<file path="config.mk">
export PLATFORM = sky130hd
export DESIGN_NAME = gregorian_date_decrement
export DESIGN_NICKNAME = d
export VERILOG_FILES = /design/src/rtl/core/gdd_pkg.sv /design/src/rtl/core/gdd_res25.sv /design/src/rtl/core/gdd_step.sv /design/src/rtl/core/gregorian_date_decrement.sv
export VERILOG_INCLUDE_DIRS = /design/src /design/src/rtl/core
export SDC_FILE = /design/constraint.sdc
export NUM_CORES = 1
export LEC_CHECK = 0
export ABC_AREA = 0
export BUFFER_PORTS_ARGS = -buffer_cell sky130_fd_sc_hd__buf_2
export CAP_MARGIN = 10
export CORE_ASPECT_RATIO = 1.1
export CORE_MARGIN = 1
export CORE_UTILIZATION = 35
export DETAILED_ROUTE_END_ITERATION = 12
export SYNTH_ARGS = -nofsm -noshare
export SYNTH_HDL_FRONTEND = slang
export SYNTH_HIERARCHICAL = 1
export SYNTH_SLANG_ARGS = --single-unit
</file>
<file path="constraint.sdc">
create_clock -name clk -period 5.5 [get_ports clk]
set_clock_uncertainty 0.05 [all_clocks]
set_input_delay 0.55 -clock clk [delete_from_list [all_inputs] [get_ports clk]]
set_output_delay 0.55 -clock clk [all_outputs]
set_load 0.02 [all_outputs]
</file>
<file path="src/rtl/core/gregorian_date_decrement_assert.svh">
// Assertion macros shared by the date decrement RTL.
`ifndef GREGORIAN_DATE_DECREMENT_ASSERT_SVH
`define GREGORIAN_DATE_DECREMENT_ASSERT_SVH

// Checks that cons holds in the same cycle whenever ante holds.
`define GDD_ASSERT_IMP(name, ante, cons, msg) \
	name: assert property (@(posedge clk) disable iff (!arst_n) (ante) |-> (cons)) \
		else $error(msg);

// Checks that cons holds in the cycle after ante holds.
`define GDD_ASSERT_NEXT(name, ante, cons, msg) \
	name: assert property (@(posedge clk) disable iff (!arst_n) (ante) |=> (cons)) \
		else $error(msg);

`endif

</file>
<file path="src/rtl/core/gdd_pkg.sv">
// Shared constants, types and the month length table of the date decrement block.
package gdd_pkg;

	localparam int COUNT_WIDTH_DEF = 12;
	localparam int YEAR_WIDTH_DEF  = 16;

	localparam int RES_MOD   = 25;
	localparam int WEEK_DAYS = 7;

	localparam logic [4:0] DAY_FEB      = 5'd28;
	localparam logic [4:0] DAY_FEB_LEAP = 5'd29;
	localparam logic [4:0] DAY_MAX      = 5'd31;

	localparam logic [3:0] MONTH_JAN = 4'd1;
	localparam logic [3:0] MONTH_FEB = 4'd2;
	localparam logic [3:0] MONTH_DEC = 4'd12;

	localparam logic [2:0] MODE_DAYS      = 3'd0;
	localparam logic [2:0] MODE_WEEKS     = 3'd1;
	localparam logic [2:0] MODE_MONTHS    = 3'd2;
	localparam logic [2:0] MODE_YEARS     = 3'd3;
	localparam logic [2:0] MODE_YEARS_DIR = 3'd4;

	typedef enum logic [1:0] {
		STEP_HOLD  = 2'd0,
		STEP_MONTH = 2'd1,
		STEP_YEAR  = 2'd2
	} step_kind_t;

	typedef struct packed {
		logic busy;
		logic done;
	} res_stat_t;

	// Length of a month in a common year.
	function automatic logic [4:0] month_base_len(input logic [3:0] m);
		logic [4:0] len;
		case (m) inside
			4'd4, 4'd6, 4'd9, 4'd11: len = 5'd30;
			MONTH_FEB:                len = DAY_FEB;
			default:                  len = DAY_MAX;
		endcase
		return len;
	endfunction

endpackage

</file>
<file path="src/rtl/core/gdd_res25.sv">
// Unit that finds a signed year modulo 25 by reciprocal multiplication.
module gdd_res25 #(
	parameter int YEAR_WIDTH = gdd_pkg::YEAR_WIDTH_DEF
) (
	input  logic                  clk,
	input  logic                  arst_n,
	input  logic                  start,
	input  logic [YEAR_WIDTH-1:0] operand,
	output gdd_pkg::res_stat_t    stat,
	output logic [4:0]            residue
);

	localparam int          RSH     = 35;
	localparam int          QW      = 64 - RSH;
	localparam logic [31:0] RECIP   = 32'h51EB_851F;
	localparam logic [63:0] WRAP    = 64'd1 << YEAR_WIDTH;
	localparam logic [4:0]  NEG_ADJ = 5'(WRAP % 64'(gdd_pkg::RES_MOD));

	logic [31:0]   op_q;
	logic [QW-1:0] quo_q;
	logic [4:0]    acc_q;
	logic          neg_q;
	logic          mul_q;
	logic          sub_q;
	logic          fin_q;

	always_ff @(posedge clk or negedge arst_n) begin
		if (!arst_n) begin
			mul_q <= 1'b0;
			sub_q <= 1'b0;
			fin_q <= 1'b0;
		end else begin
			mul_q <= start;
			sub_q <= mul_q;
			fin_q <= sub_q;
		end
	end

	// The reciprocal of 25 scaled by 2^35 gives the exact quotient of any 32-bit operand.
	always_ff @(posedge clk) begin
		if (start) begin
			op_q  <= 32'(operand);
			neg_q <= operand[YEAR_WIDTH-1];
		end
		if (mul_q) begin
			quo_q <= QW'((64'(op_q) * 64'(RECIP)) >> RSH);
		end
		if (sub_q) begin
			acc_q <= 5'(op_q - ((32'(quo_q) << 4) + (32'(quo_q) << 3) + 32'(quo_q)));
		end
	end

	// A negative year was reduced as its unsigned pattern, so take 2^W back off.
	always_comb begin
		residue = acc_q;
		if (neg_q) begin
			if (acc_q >= NEG_ADJ) begin
				residue = acc_q - NEG_ADJ;
			end else begin
				residue = acc_q + (5'(gdd_pkg::RES_MOD) - NEG_ADJ);
			end
		end
	end

	assign stat.busy = mul_q | sub_q | fin_q;
	assign stat.done = fin_q;

endmodule

</file>
<file path="src/rtl/core/gdd_step.sv">
// Shared step unit: moves back one month or one year, or holds the date, and gives the new month length.
module gdd_step #(
	parameter int YEAR_WIDTH = gdd_pkg::YEAR_WIDTH_DEF
) (
	input  gdd_pkg::step_kind_t   kind,
	input  logic [3:0]            m,
	input  logic [YEAR_WIDTH-1:0] y,
	input  logic [4:0]            r,
	output logic [3:0]            nm,
	output logic [YEAR_WIDTH-1:0] ny,
	output logic [4:0]            nr,
	output logic [4:0]            nlen
);

	localparam logic [63:0]           YMAX64 = (64'd1 << (YEAR_WIDTH - 1)) - 64'd1;
	localparam logic [4:0]            RMAX   = 5'(YMAX64 % 64'(gdd_pkg::RES_MOD));
	localparam logic [YEAR_WIDTH-1:0] YMIN   = {1'b1, {(YEAR_WIDTH-1){1'b0}}};

	logic dec_year;
	logic leap;

	always_comb begin
		nm       = m;
		dec_year = 1'b0;
		case (kind)
			gdd_pkg::STEP_MONTH: begin
				if (m == gdd_pkg::MONTH_JAN) begin
					nm       = gdd_pkg::MONTH_DEC;
					dec_year = 1'b1;
				end else begin
					nm = m - 4'd1;
				end
			end
			gdd_pkg::STEP_YEAR: dec_year = 1'b1;
			default:            dec_year = 1'b0;
		endcase
	end

	// The residue follows the year down, and jumps when the year wraps.
	always_comb begin
		ny = y;
		nr = r;
		if (dec_year) begin
			ny = y - YEAR_WIDTH'(1);
			if (y == YMIN) begin
				nr = RMAX;
			end else if (r == 5'd0) begin
				nr = 5'(gdd_pkg::RES_MOD - 1);
			end else begin
				nr = r - 5'd1;
			end
		end
	end

	assign leap = (ny[1:0] == 2'b00) && ((nr != 5'd0) || (ny[3:0] == 4'b0000));

	always_comb begin
		if (nm == gdd_pkg::MONTH_FEB) begin
			nlen = leap ? gdd_pkg::DAY_FEB_LEAP : gdd_pkg::DAY_FEB;
		end else begin
			nlen = gdd_pkg::month_base_len(nm);
		end
	end

endmodule

</file>
<file path="src/rtl/core/gregorian_date_decrement.sv">
// Top level of the Gregorian date decrement block: sequencer and date registers.
// An item is taken when start is high and busy is low; done then marks the result word on
// day_out, month_out and year_out for exactly one cycle, and it must be taken then since the
// block cannot hold it. After acceptance the year is reduced modulo 25 by a reciprocal
// multiplication in the residue unit, after which the shared step unit does one step a
// cycle: one per month boundary crossed in day and week mode, plus one when days are left over
// within the last month, and one per unit of count in month and stepwise year mode, before
// it finishes; direct year mode only clamps 29 February, and the unused modes do no step.
// busy is high from acceptance until done rises.
`include "gregorian_date_decrement_assert.svh"

module gregorian_date_decrement #(
	parameter int COUNT_WIDTH = gdd_pkg::COUNT_WIDTH_DEF,
	parameter int YEAR_WIDTH  = gdd_pkg::YEAR_WIDTH_DEF
) (
	input  logic                         clk,
	input  logic                         arst_n,
	input  logic                         start,
	output logic                         busy,
	input  logic [2:0]                   mode,
	input  logic [COUNT_WIDTH-1:0]       count,
	input  logic [4:0]                   day_in,
	input  logic [3:0]                   month_in,
	input  logic signed [YEAR_WIDTH-1:0] year_in,
	output logic                         done,
	output logic [4:0]                   day_out,
	output logic [3:0]                   month_out,
	output logic signed [YEAR_WIDTH-1:0] year_out
);

	localparam int RW = (COUNT_WIDTH + 3 < 6) ? 6 : COUNT_WIDTH + 3;
	localparam int SW = (YEAR_WIDTH > COUNT_WIDTH) ? YEAR_WIDTH : COUNT_WIDTH;

	typedef enum logic [2:0] {
		ST_IDLE = 3'b001,
		ST_RES  = 3'b010,
		ST_RUN  = 3'b100
	} state_t;

	state_t                state_q;
	logic                  done_q;
	logic [2:0]            mode_q;
	logic [RW-1:0]         rem_q;
	logic [4:0]            d_q;
	logic [3:0]            m_q;
	logic [YEAR_WIDTH-1:0] y_q;
	logic [4:0]            r_q;

	logic                  accept;
	logic [YEAR_WIDTH-1:0] y_load;
	logic [SW-1:0]         y_diff;
	logic [RW-1:0]         rem_load;
	logic [4:0]            d_load;
	logic [3:0]            m_load;

	gdd_pkg::res_stat_t    res_stat;
	logic [4:0]            res_val;
	gdd_pkg::step_kind_t   kind;
	logic [3:0]            st_m;
	logic [YEAR_WIDTH-1:0] st_y;
	logic [4:0]            st_r;
	logic [4:0]            st_len;

	assign accept = start && (state_q == ST_IDLE);

	always_comb begin
		y_diff = SW'(year_in) - SW'(count);
		if (mode == gdd_pkg::MODE_YEARS_DIR) begin
			y_load = y_diff[YEAR_WIDTH-1:0];
		end else begin
			y_load = year_in;
		end
		if (mode == gdd_pkg::MODE_WEEKS) begin
			rem_load = (RW'(count) << 3) - RW'(count);
		end else begin
			rem_load = RW'(count);
		end
		d_load = (day_in == 5'd0) ? 5'd1 : day_in;
		if (month_in == 4'd0) begin
			m_load = gdd_pkg::MONTH_JAN;
		end else if (month_in > gdd_pkg::MONTH_DEC) begin
			m_load = gdd_pkg::MONTH_DEC;
		end else begin
			m_load = month_in;
		end
	end

	always_comb begin
		case (mode_q) inside
			gdd_pkg::MODE_DAYS, gdd_pkg::MODE_WEEKS, gdd_pkg::MODE_MONTHS:
				kind = gdd_pkg::STEP_MONTH;
			gdd_pkg::MODE_YEARS:
				kind = gdd_pkg::STEP_YEAR;
			default:
				kind = gdd_pkg::STEP_HOLD;
		endcase
	end

	gdd_res25 #(
		.YEAR_WIDTH(YEAR_WIDTH)
	) u_res25 (
		.clk    (clk),
		.arst_n (arst_n),
		.start  (accept),
		.operand(y_load),
		.stat   (res_stat),
		.residue(res_val)
	);

	gdd_step #(
		.YEAR_WIDTH(YEAR_WIDTH)
	) u_step (
		.kind(kind),
		.m   (m_q),
		.y   (y_q),
		.r   (r_q),
		.nm  (st_m),
		.ny  (st_y),
		.nr  (st_r),
		.nlen(st_len)
	);

	always_ff @(posedge clk or negedge arst_n) begin
		if (!arst_n) begin
			state_q <= ST_IDLE;
			done_q  <= 1'b0;
		end else begin
			done_q <= 1'b0;
			case (state_q)
				ST_IDLE: begin
					if (start) begin
						state_q <= ST_RES;
					end
				end
				ST_RES: begin
					if (res_stat.done) begin
						state_q <= ST_RUN;
					end
				end
				ST_RUN: begin
					if (kind == gdd_pkg::STEP_HOLD || rem_q == '0) begin
						state_q <= ST_IDLE;
						done_q  <= 1'b1;
					end
				end
				default: state_q <= ST_IDLE;
			endcase
		end
	end

	always_ff @(posedge clk) begin
		if (accept) begin
			mode_q <= mode;
			rem_q  <= rem_load;
			d_q    <= d_load;
			m_q    <= m_load;
			y_q    <= y_load;
		end else if (state_q == ST_RES) begin
			r_q <= res_val;
		end else if (state_q == ST_RUN) begin
			case (mode_q) inside
				gdd_pkg::MODE_DAYS, gdd_pkg::MODE_WEEKS: begin
					if (rem_q != '0) begin
						if (RW'(d_q) > rem_q) begin
							d_q   <= d_q - 5'(rem_q);
							rem_q <= '0;
						end else begin
							rem_q <= rem_q - RW'(d_q);
							m_q   <= st_m;
							y_q   <= st_y;
							r_q   <= st_r;
							d_q   <= st_len;
						end
					end
				end
				gdd_pkg::MODE_MONTHS: begin
					if (rem_q != '0) begin
						rem_q <= rem_q - RW'(1);
						m_q   <= st_m;
						y_q   <= st_y;
						r_q   <= st_r;
						if (d_q > st_len) begin
							d_q <= st_len;
						end
					end
				end
				gdd_pkg::MODE_YEARS, gdd_pkg::MODE_YEARS_DIR: begin
					if (kind == gdd_pkg::STEP_HOLD || rem_q != '0) begin
						if (kind != gdd_pkg::STEP_HOLD) begin
							rem_q <= rem_q - RW'(1);
						end
						y_q <= st_y;
						r_q <= st_r;
						if (m_q == gdd_pkg::MONTH_FEB && d_q == gdd_pkg::DAY_FEB_LEAP &&
						    st_len == gdd_pkg::DAY_FEB) begin
							d_q <= gdd_pkg::DAY_FEB;
						end
					end
				end
				default: d_q <= d_q;
			endcase
		end
	end

	assign busy      = (state_q != ST_IDLE);
	assign done      = done_q;
	assign day_out   = d_q;
	assign month_out = m_q;
	assign year_out  = y_q;

	`GDD_ASSERT_NEXT(a_accept_busy, start && !busy, busy, "busy did not rise after a start")
	`GDD_ASSERT_IMP(a_done_idle, done, !busy, "result word given while still busy")
	`GDD_ASSERT_IMP(a_month_range, done,
		month_out >= gdd_pkg::MONTH_JAN && month_out <= gdd_pkg::MONTH_DEC,
		"result month out of range")
	`GDD_ASSERT_IMP(a_day_nonzero, done, day_out != 5'd0, "result day is zero")
	`GDD_ASSERT_IMP(a_res_in_state, res_stat.busy, state_q == ST_RES,
		"residue unit running outside its phase")

endmodule
</file>
Word-level counts from Yosys, hierarchy flattened
Index checks and enable logic that the tools add are counted.
{"block": "word_totals", "ff_bits": 82, "in_bits": 43, "out_inout_bits": 27, "word_cells": 181}
{"block": "op_classes", "n_addsub": 13, "multipliers": 1, "n_lt_le_gt_ge": 4, "n_eq_ne": 33, "muxes": 76, "n_bitwise": 1, "n_reduce_logical": 38}
{"operator": "$mux 16", "count": 12}
{"operator": "$mux 15", "count": 12}
{"operator": "$mux 5", "count": 28}
{"operator": "$mux 4", "count": 12}
{"operator": "$mul 16x31->40 const B", "count": 1}
{"operator": "$reduce_bool 4->1", "count": 6}
{"operator": "$reduce_and 7->1", "count": 3}
{"operator": "$eq 16x16->1 const B", "count": 1}
{"operator": "$sub 16x1->16 const B", "count": 1}
{"operator": "$sub 16x12->16", "count": 1}
{"operator": "$gt 5x15->1", "count": 1}
{"operator": "$logic_not 15->1", "count": 1}
{"operator": "$reduce_bool 15->1", "count": 1}
{"operator": "$sub 15x1->15 const B", "count": 1}
{"operator": "$sub 15x12->15", "count": 1}
{"operator": "$sub 15x5->15", "count": 1}
{"operator": "$add 5x5->5", "count": 2}
{"operator": "$eq 5x5->1 const B", "count": 2}
{"operator": "$logic_not 5->1", "count": 2}
{"operator": "$sub 5x5->5", "count": 2}
{"operator": "$eq 3x1->1 const B", "count": 3}
{"operator": "$eq 3x2->1 const B", "count": 3}
{"operator": "$eq 3x3->1 const B", "count": 3}
{"operator": "$mux 3", "count": 3}
{"operator": "38 further kinds", "count": 63}

Longest topological paths before layout
Gate-level depths: netlist (run 1).
{"block": "depth", "ltp_word": 21, "ltp_mapped": 20}

Hierarchy
The synthesis (run 1) kept the hierarchy.
{"mod": "gdd_res25", "n_inst": 1, "cells_per_inst": 736, "area_each_um2": 7759.9}
{"mod": "gregorian_date_decrement", "n_inst": 1, "cells_per_inst": 562, "area_each_um2": 4823.4}
{"mod": "gdd_step", "n_inst": 1, "cells_per_inst": 134, "area_each_um2": 925.9}

Worst setup path after synthesis (run 1)
OpenSTA, ideal clock, no wires.
{"block": "synth_timing", "kind": "register to register", "from": "register u_res25.op_q[4]", "to": "register u_res25.quo_q[2] (data pin)", "setup_ns": 0.260, "arrival_ns": 5.433, "required_ns": 5.190, "slack_ns": -0.243, "path_stages_with_launch": 18, "period_less_slack_ns": 5.743, "path_cell_list": "edfxtp_1 > fa_1 > inv_1 > fa_1 > inv_1 > fa_1 > inv_1 > fa_1 > inv_1 > fa_1 > fa_1 > ha_1 > and3_4 > a221o_1 > a21oi_1 > a31oi_1 > or3_1 > xor2_1"}
{"block": "synth_between", "elab_chain_cells": 1}
{"item": "from (decl)", "line": "gdd_res25.sv:19", "text": "logic [31:0] op_q;"}
{"item": "from (signal assigned)", "line": "gdd_res25.sv:42", "text": "op_q <= 32'(operand);"}
{"item": "$mul 16x31->40", "line": "gdd_res25.sv:46", "text": "quo_q <= QW'((64'(op_q) * 64'(RECIP)) >> RSH);"}
{"item": "to (signal assigned)", "line": "gdd_res25.sv:46"}
{"item": "to (decl)", "line": "gdd_res25.sv:20", "text": "logic [QW-1:0] quo_q;"}
Every way passes these cells.
A chain may end at the register's enable or synchronous reset.

==> summary.md, run 1 <==
| Metric | Value |
|---|---|
| CTS Buf Count | `9` |
| Total inserted antenna cells | `0` |
| Post-route total power | `1.55 mW` |
| Non-filler cells in the finished layout | `2060` |
| Via count | `between 10000 and 15000` |
| All-layer global routing usage | `a little under a fifth` |
| Transition at the pin with the smallest max-transition slack | `a little over 1 ns` |
| Maximum number of pins on one net before global-route repair | `39` |
| Crit path DAT | `5.63 ns` |
| Critical path type | `flip-flop to flip-flop` |
| Num Clock Sinks | `between 80 and 90` |
| Area of all placed cells without fillers | `about 15000 um2` |
| Remaining global-route overflow | `0` |
| Wirelength per Cell | `approximately 18 um` |
| Number of buffers and inverters on the critical path | `4` |
| Chip Width | `between 150 and 200 um` |
| Leak Pwr | `between 7 and 8 nW` |
| Largest fanout on the critical path | `3` |
| Failing checks | `setup timing` |
| Worst setup SP type | `flip-flop` |
| Signed area change from the synthesized netlist to the final layout | `13.6%` |
| Final Net Count | `roughly 2000` |
| Clock slew at reported path FFs | `approximately 0.080 ns` |
| Total wire length | `roughly 37000 um` |
| Routability-driven placement congestion ratio | `approximately 0.93` |
| Worst slack on hold paths | `approximately 0.36 ns` |
| Number of port buffers | `69` |
| Num ports | `70` |
| Pins Over Slew Limit | `0` |
| Number of cells produced by synthesis | `1431` |
| Accumulated negative setup slack | `-0.0938 ns` |
| TritonCTS clock tree | `done` |
| First-pass iteration count of the detailed router | `5` |
| Hold Path Class | `input port to flip-flop` |
| Htree depth | `3` |
| Count of unresolved DRC violations after routing | `0` |
| Layout cells sized above 1 | `15.3%` |
| Worst path most repeated cell | `fa_1` |
| Cell with the largest stage delay on the worst path | `fa_2` |
| Count of final hold-check violations | `0` |
| Source-to-sink clock delay at the later pin of the worst-skew pair | `about 0.36 ns` |
| Inst Count DP | `about 2000` |
| Starting density of the core | `35.4%` |
| Relative slew margins | `about a third` |
| Post-route minimum period | `between 5 and 6 ns` |
| Outcome | `complete, but fails checks` |
| Standard cell core area | `between 30000 and 40000 um2` |
| Largest stage delay, worst path | `around 0.62 ns` |
| Wire length of the first global-routing pass | `around 58000 um` |
| Critical path required time | `~5.6 ns` |
| Std-Cell Rows | `75` |
| Initial antenna violation count | `0` |
| Placed cell areas | `approximately 15000 um2` |
| Die area | `39400 um2` |
| Violation count after the first detailed-routing iteration | `753` |
| Setup slack after layout | `-0.0691 ns` |
| Sort of element at the end of the critical path | `flip-flop` |
| Placed wire-length estimate after detailed placement | `~31000 um` |
| Number of vias per cell | `around 5.2` |
| Number of warnings printed during yosys synthesis | `6` |
| Kind of cell adding the most delay to the critical path | `adder cells` |
| Period utilization | `101%` |
| Worst-path cell chain | `fa_2 -> inv_2 -> fa_1 -> fa_1 -> fa_1 -> inv_1 -> fa_1 -> inv_1 -> fa_1 -> inv_2 -> ha_4 -> a21o_1 -> a221oi_2 -> o221ai_2 -> o211ai_1 -> a21oi_1 -> or3_1 -> xor2_1` |
| Height of the die | `about 210 um` |
| Max-cap violation count | `0` |
| Pwr dens | `approximately 100 nW/um2` |
| RSZ-0062 raised after global routing | `yes` |
| Maximum clock frequency | `about 0.18 GHz` |
| Post-Synthesis Cell Area | `13500 um2` |
| Clk root buf | `clkbuf_16` |
| Average footprint of a synthesized cell | `9.44 um2` |
| Max clock buf depth | `2` |
| Number of routed nets with antenna violations | `0` |
| VDD IR max | `0.000179 V` |
| Setup Viol. Count Final | `2` |
| Via count of the first global-routing pass | `10800` |
[area by class of cell]
| type | count | area (um2) |
|---|---|---|
| fillers | 3834 | 22800 |
| flip-flops and latches | 81 | 2400 |
| well taps | 500 | 626 |
| clock inverters | 7 | 108 |
| clock buffers | 9 | 225 |
| multi-input cells | 1056 | 10100 |
| repair buffers | 142 | 907 |
| inverters | 265 | 995 |
[path summary, 6_finish.rpt]
kind | slack, ns | to | cells past startpoint | from
max | -0.07 | u_res25/quo_q[2]$_DFFE_PP_ | 18 | u_res25/neg_q$_DFFE_PP_
min reg2reg | 0.49 | state_q[2]$_DFFE_PN0P_ | 1 | state_q[0]$_DFFE_PN1P_
min in group asynchronous | 0.52 | u_res25/sub_q$_DFF_PN0_ | 2 | arst_n
min | 0.36 | mode_q[0]$_DFFE_PP_ | 1 | mode[0]
max in group asynchronous | 4.62 | state_q[0]$_DFFE_PN1P_ | 2 | arst_n
max reg2reg | -0.07 | u_res25/quo_q[2]$_DFFE_PP_ | 18 | u_res25/neg_q$_DFFE_PP_
[layout by cell type, fill, tap and decap left out, drive strengths merged, types with 20 or more instances in the layout]
master / instances
ha: 203
fa: 152
o21ai: 64
inv: 269
a21oi: 78
nand2: 109
buf: 141
edfxtp: 74
nor2: 77
nor3: 29
xor2: 28
a21o: 20
nand3: 30
xnor2: 44
[layer usage]
| layer | track usage (%) | part of all wire, % |
|---|---|---|
| met5 | 0 | 0 |
| met1 | 24.5 | 44 |
| met3 | 2.24 | 3.9 |
| met2 | 32.2 | 49 |
| met4 | 6.01 | 2.8 |
[through the flow]
stage | utilization, % | setup WS, ns
after floorplan | - | 0.00151
after global placement | 38.9 | -0.129
after detailed placement | 38.9 | -0.207
after CTS | 39.9 | -0.105
after global routing | 40.3 | -0.281
final | 40.3 | -0.0691
[sequential cells by signal, summed over array words and instances (netlist names), 3 cells and up]
signal         cells
state_q            3
mode_q             3
month_out          4
day_out            5
year_out          16
u_res25/op_q      15
u_res25/quo_q      5
r_q                5
rem_q             15
u_res25/acc_q      5
[where the power goes]
part	leakage, nW	total [mW]	internal (mW)	switching [mW]
logic	6.30	0.177	0.0719	0.105
clock network	0.160	0.709	0.408	0.301
registers	0.739	0.665	0.665	0
[repair_timing]
action	4_1_cts	5_1_grt
setup endpoints to repair	4	5
resized for setup	5	22
pin swaps	15	18
hold endpoints to repair	6	0
buffers inserted	3	2
hold buffers	1	0
(Power assumes the default switching activity.)
==> run 2, diff against run 1 <==
--- a/config.mk
+++ b/config.mk
@@ -13,6 +13,8 @@
 export CORE_MARGIN = 1
 export CORE_UTILIZATION = 35
 export DETAILED_ROUTE_END_ITERATION = 12
+export HOLD_SLACK_MARGIN = 0.06
+export SKIP_LAST_GASP = 1
 export SYNTH_ARGS = -nofsm -noshare
 export SYNTH_HDL_FRONTEND = slang
 export SYNTH_HIERARCHICAL = 1
==> summary.md, run 2 (synthesized netlist as in run 1, its figures left out) <==
| Metric | Value |
|---|---|
| Wl on met1 | `approximately 16000 um` |
| Leak Pwr | `slightly above 7 nW` |
| Count of final hold-check violations | `0` |
| Largest stage delay, worst path | `a little over 0.6 ns` |
| Commonest cells after routing, fill and taps aside | `261 x inv_1, 196 x ha_1, 148 x fa_1, 109 x nand2_1, 76 x a21oi_1` |
| Period utilization | `101%` |
| First-pass iteration count of the detailed router | `6` |
| CTS Buf Count | `9` |
| Standard cell core area | `38100 um2` |
| Source-to-sink clock delay at the later pin of the worst-skew pair | `0.36 ns` |
| Std-Cell Rows | `75` |
| Pins Over Slew Limit | `0` |
| Critical path type | `flip-flop to flip-flop` |
| Sort of element at the end of the critical path | `flip-flop` |
| All-layer global routing usage | `a little under a fifth` |
| Number of routed nets with antenna violations | `0` |
| Top layer in use | `met4` |
| Maximum number of pins on one net before global-route repair | `39` |
| Wire length of the first global-routing pass | `roughly 58000 um` |
| Post-route total power | `between 1.5 and 2 mW` |
| Maximum clock frequency | `around 0.18 GHz` |
| Setup Viol. Count Final | `2` |
| Post-route minimum period | `about 5.6 ns` |
| Largest fanout on the critical path | `3` |
| Relative slew margins | `a little under a third` |
| Startpoint of the most critical hold path | `mode[0]` |
| Htree depth | `3` |
| Height of the die | `around 210 um` |
| Worst setup SP type | `flip-flop` |
| Num ports | `70` |
| Total wire length | `36600 um` |
| Via count | `about 11000` |
| Inst Count DP | `about 2000` |
| Worst-path cell chain | `fa_2 -> inv_2 -> fa_1 -> fa_1 -> fa_1 -> inv_1 -> fa_1 -> inv_1 -> fa_1 -> inv_2 -> ha_4 -> a21o_1 -> a221oi_2 -> o221ai_2 -> o211ai_1 -> a21oi_1 -> or3_1 -> xor2_1` |
| VDD IR max | `approximately 0.00018 V` |
| Cell with the largest stage delay on the worst path | `fa_2` |
| Non-filler cells in the finished layout | `about 2100` |
| Max-cap violation count | `0` |
| Number of vias per cell | `between 5 and 6` |
| TritonCTS clock tree | `done` |
| Clock slew at reported path FFs | `0.08 ns` |
| Max clock buf depth | `2` |
| Worst path most repeated cell | `fa_1` |
| Signed area change from the synthesized netlist to the final layout | `13.6%` |
| Layout cells sized above 1 | `roughly 15%` |
| Final Net Count | `approximately 2000` |
| Starting density of the core | `35.4%` |
| Die area | `39400 um2` |
| RSZ-0062 raised after global routing | `yes` |
| Critical path required time | `~5.6 ns` |
| Clk root buf | `clkbuf_16` |
| Transition at the pin with the smallest max-transition slack | `roughly 1 ns` |
| Crit path DAT | `5.63 ns` |
| Count of unresolved DRC violations after routing | `0` |
| Initial antenna violation count | `0` |
| Total inserted antenna cells | `0` |
| CP Launch Point | `u_res25/neg_q$_DFFE_PP_` |
| Violation count after the first detailed-routing iteration | `roughly 750` |
| Number of port buffers | `69` |
| Outcome | `complete, but fails checks` |
| Pwr dens | `101 nW/um2` |
| Chip Width | `around 190 um` |
| Failing checks | `setup timing` |
| Num Clock Sinks | `approximately 80` |
| Wirelength per Cell | `between 15 and 20 um` |
| Hold Path Class | `input port to flip-flop` |
| Number of flip-flops under the largest register name | `16` |
| Placed wire-length estimate after detailed placement | `roughly 31000 um` |
| Setup slack after layout | `-0.0685 ns` |
| Remaining global-route overflow | `0` |
| Launching point of the worst reg2reg path | `u_res25/neg_q$_DFFE_PP_` |
| Routed length on met2 | `around 18000 um` |
| DR WL met3 | `roughly 1500 um` |
| Routability-driven placement congestion ratio | `0.930` |
| Via count of the first global-routing pass | `around 11000` |
| Most frequent standard cell in the layout excluding fill and tap cells | `inv_1` |
[run 2: cell counts in the layout (fill, tap and decap cells not counted)]
No cell type changed its count.
[run 2: stage by stage]
step	util [%]	instance area (um2)	TNS (ns)	hold slack, ns	setup WS [ns]
floorplan	-	13500	0	0.204	0.00151
global placement	38.9	14800	-0.166	0.366	-0.129
detailed placement	38.9	14800	-0.460	0.369	-0.207
CTS	39.9	15200	-0.186	0.351	-0.105
global route	40.3	15300	-0.858	0.353	-0.281
finish	40.3	15300	-0.0981	0.359	-0.0685
[run 2: what timing repair did]
action | in CTS | in global routing
setup buffers | 3 | 2
endpoints found under the setup margin | 4 | 5
hold buffers | 1 | 0
pin swaps | 15 | 18
hold endpoints to repair | 6 | 0
resized for setup | 5 | 18
[run 2: report_power, final]
part / switching [mW] / internal, mW / total, mW
clock: 0.301 / 0.408 / 0.710
sequential: 0 / 0.665 / 0.665
combinational: 0.105 / 0.0719 / 0.177
[run 2: critical path, delay by kind of cell, from the launching register on]
kind                       cells  cell delay, ns
buffers and inverters          4            0.22
AOI/OAI and AO/OA              5            0.89
and+or+nand+nor                1            0.34
adders and majority gates      7            3.24
DFF                            1            0.43
xor gates and xnor gates       1            0.14
[run 2: cell type report]
class | count | area, um2
multi-input combinational | 1056 | 10100
clock buffer | 9 | 225
fill | 3836 | 22800
timing repair buffer | 142 | 900
sequential | 81 | 2400
tap | 500 | 626
clock inverter | 7 | 108
inverter | 265 | 995
[run 2: per-layer routing]
metal	track usage, %	vias up
li1	-	5107
met1	24.5	5222
met2	32.2	264
met3	2.24	47
met4	6.01	0
met5	0	-
[run 2: final timing paths]
kind                                               to  slack, ns  cells past startpoint
min in group asynchronous     u_res25/sub_q$_DFF_PN0_       0.52                      2
min reg2reg                    state_q[2]$_DFFE_PN0P_       0.49                      1
max                        u_res25/quo_q[2]$_DFFE_PP_      -0.07                     18
max in group asynchronous      state_q[0]$_DFFE_PN1P_       4.63                      2
min                               mode_q[0]$_DFFE_PP_       0.36                      1
max reg2reg                u_res25/quo_q[2]$_DFFE_PP_      -0.07                     18
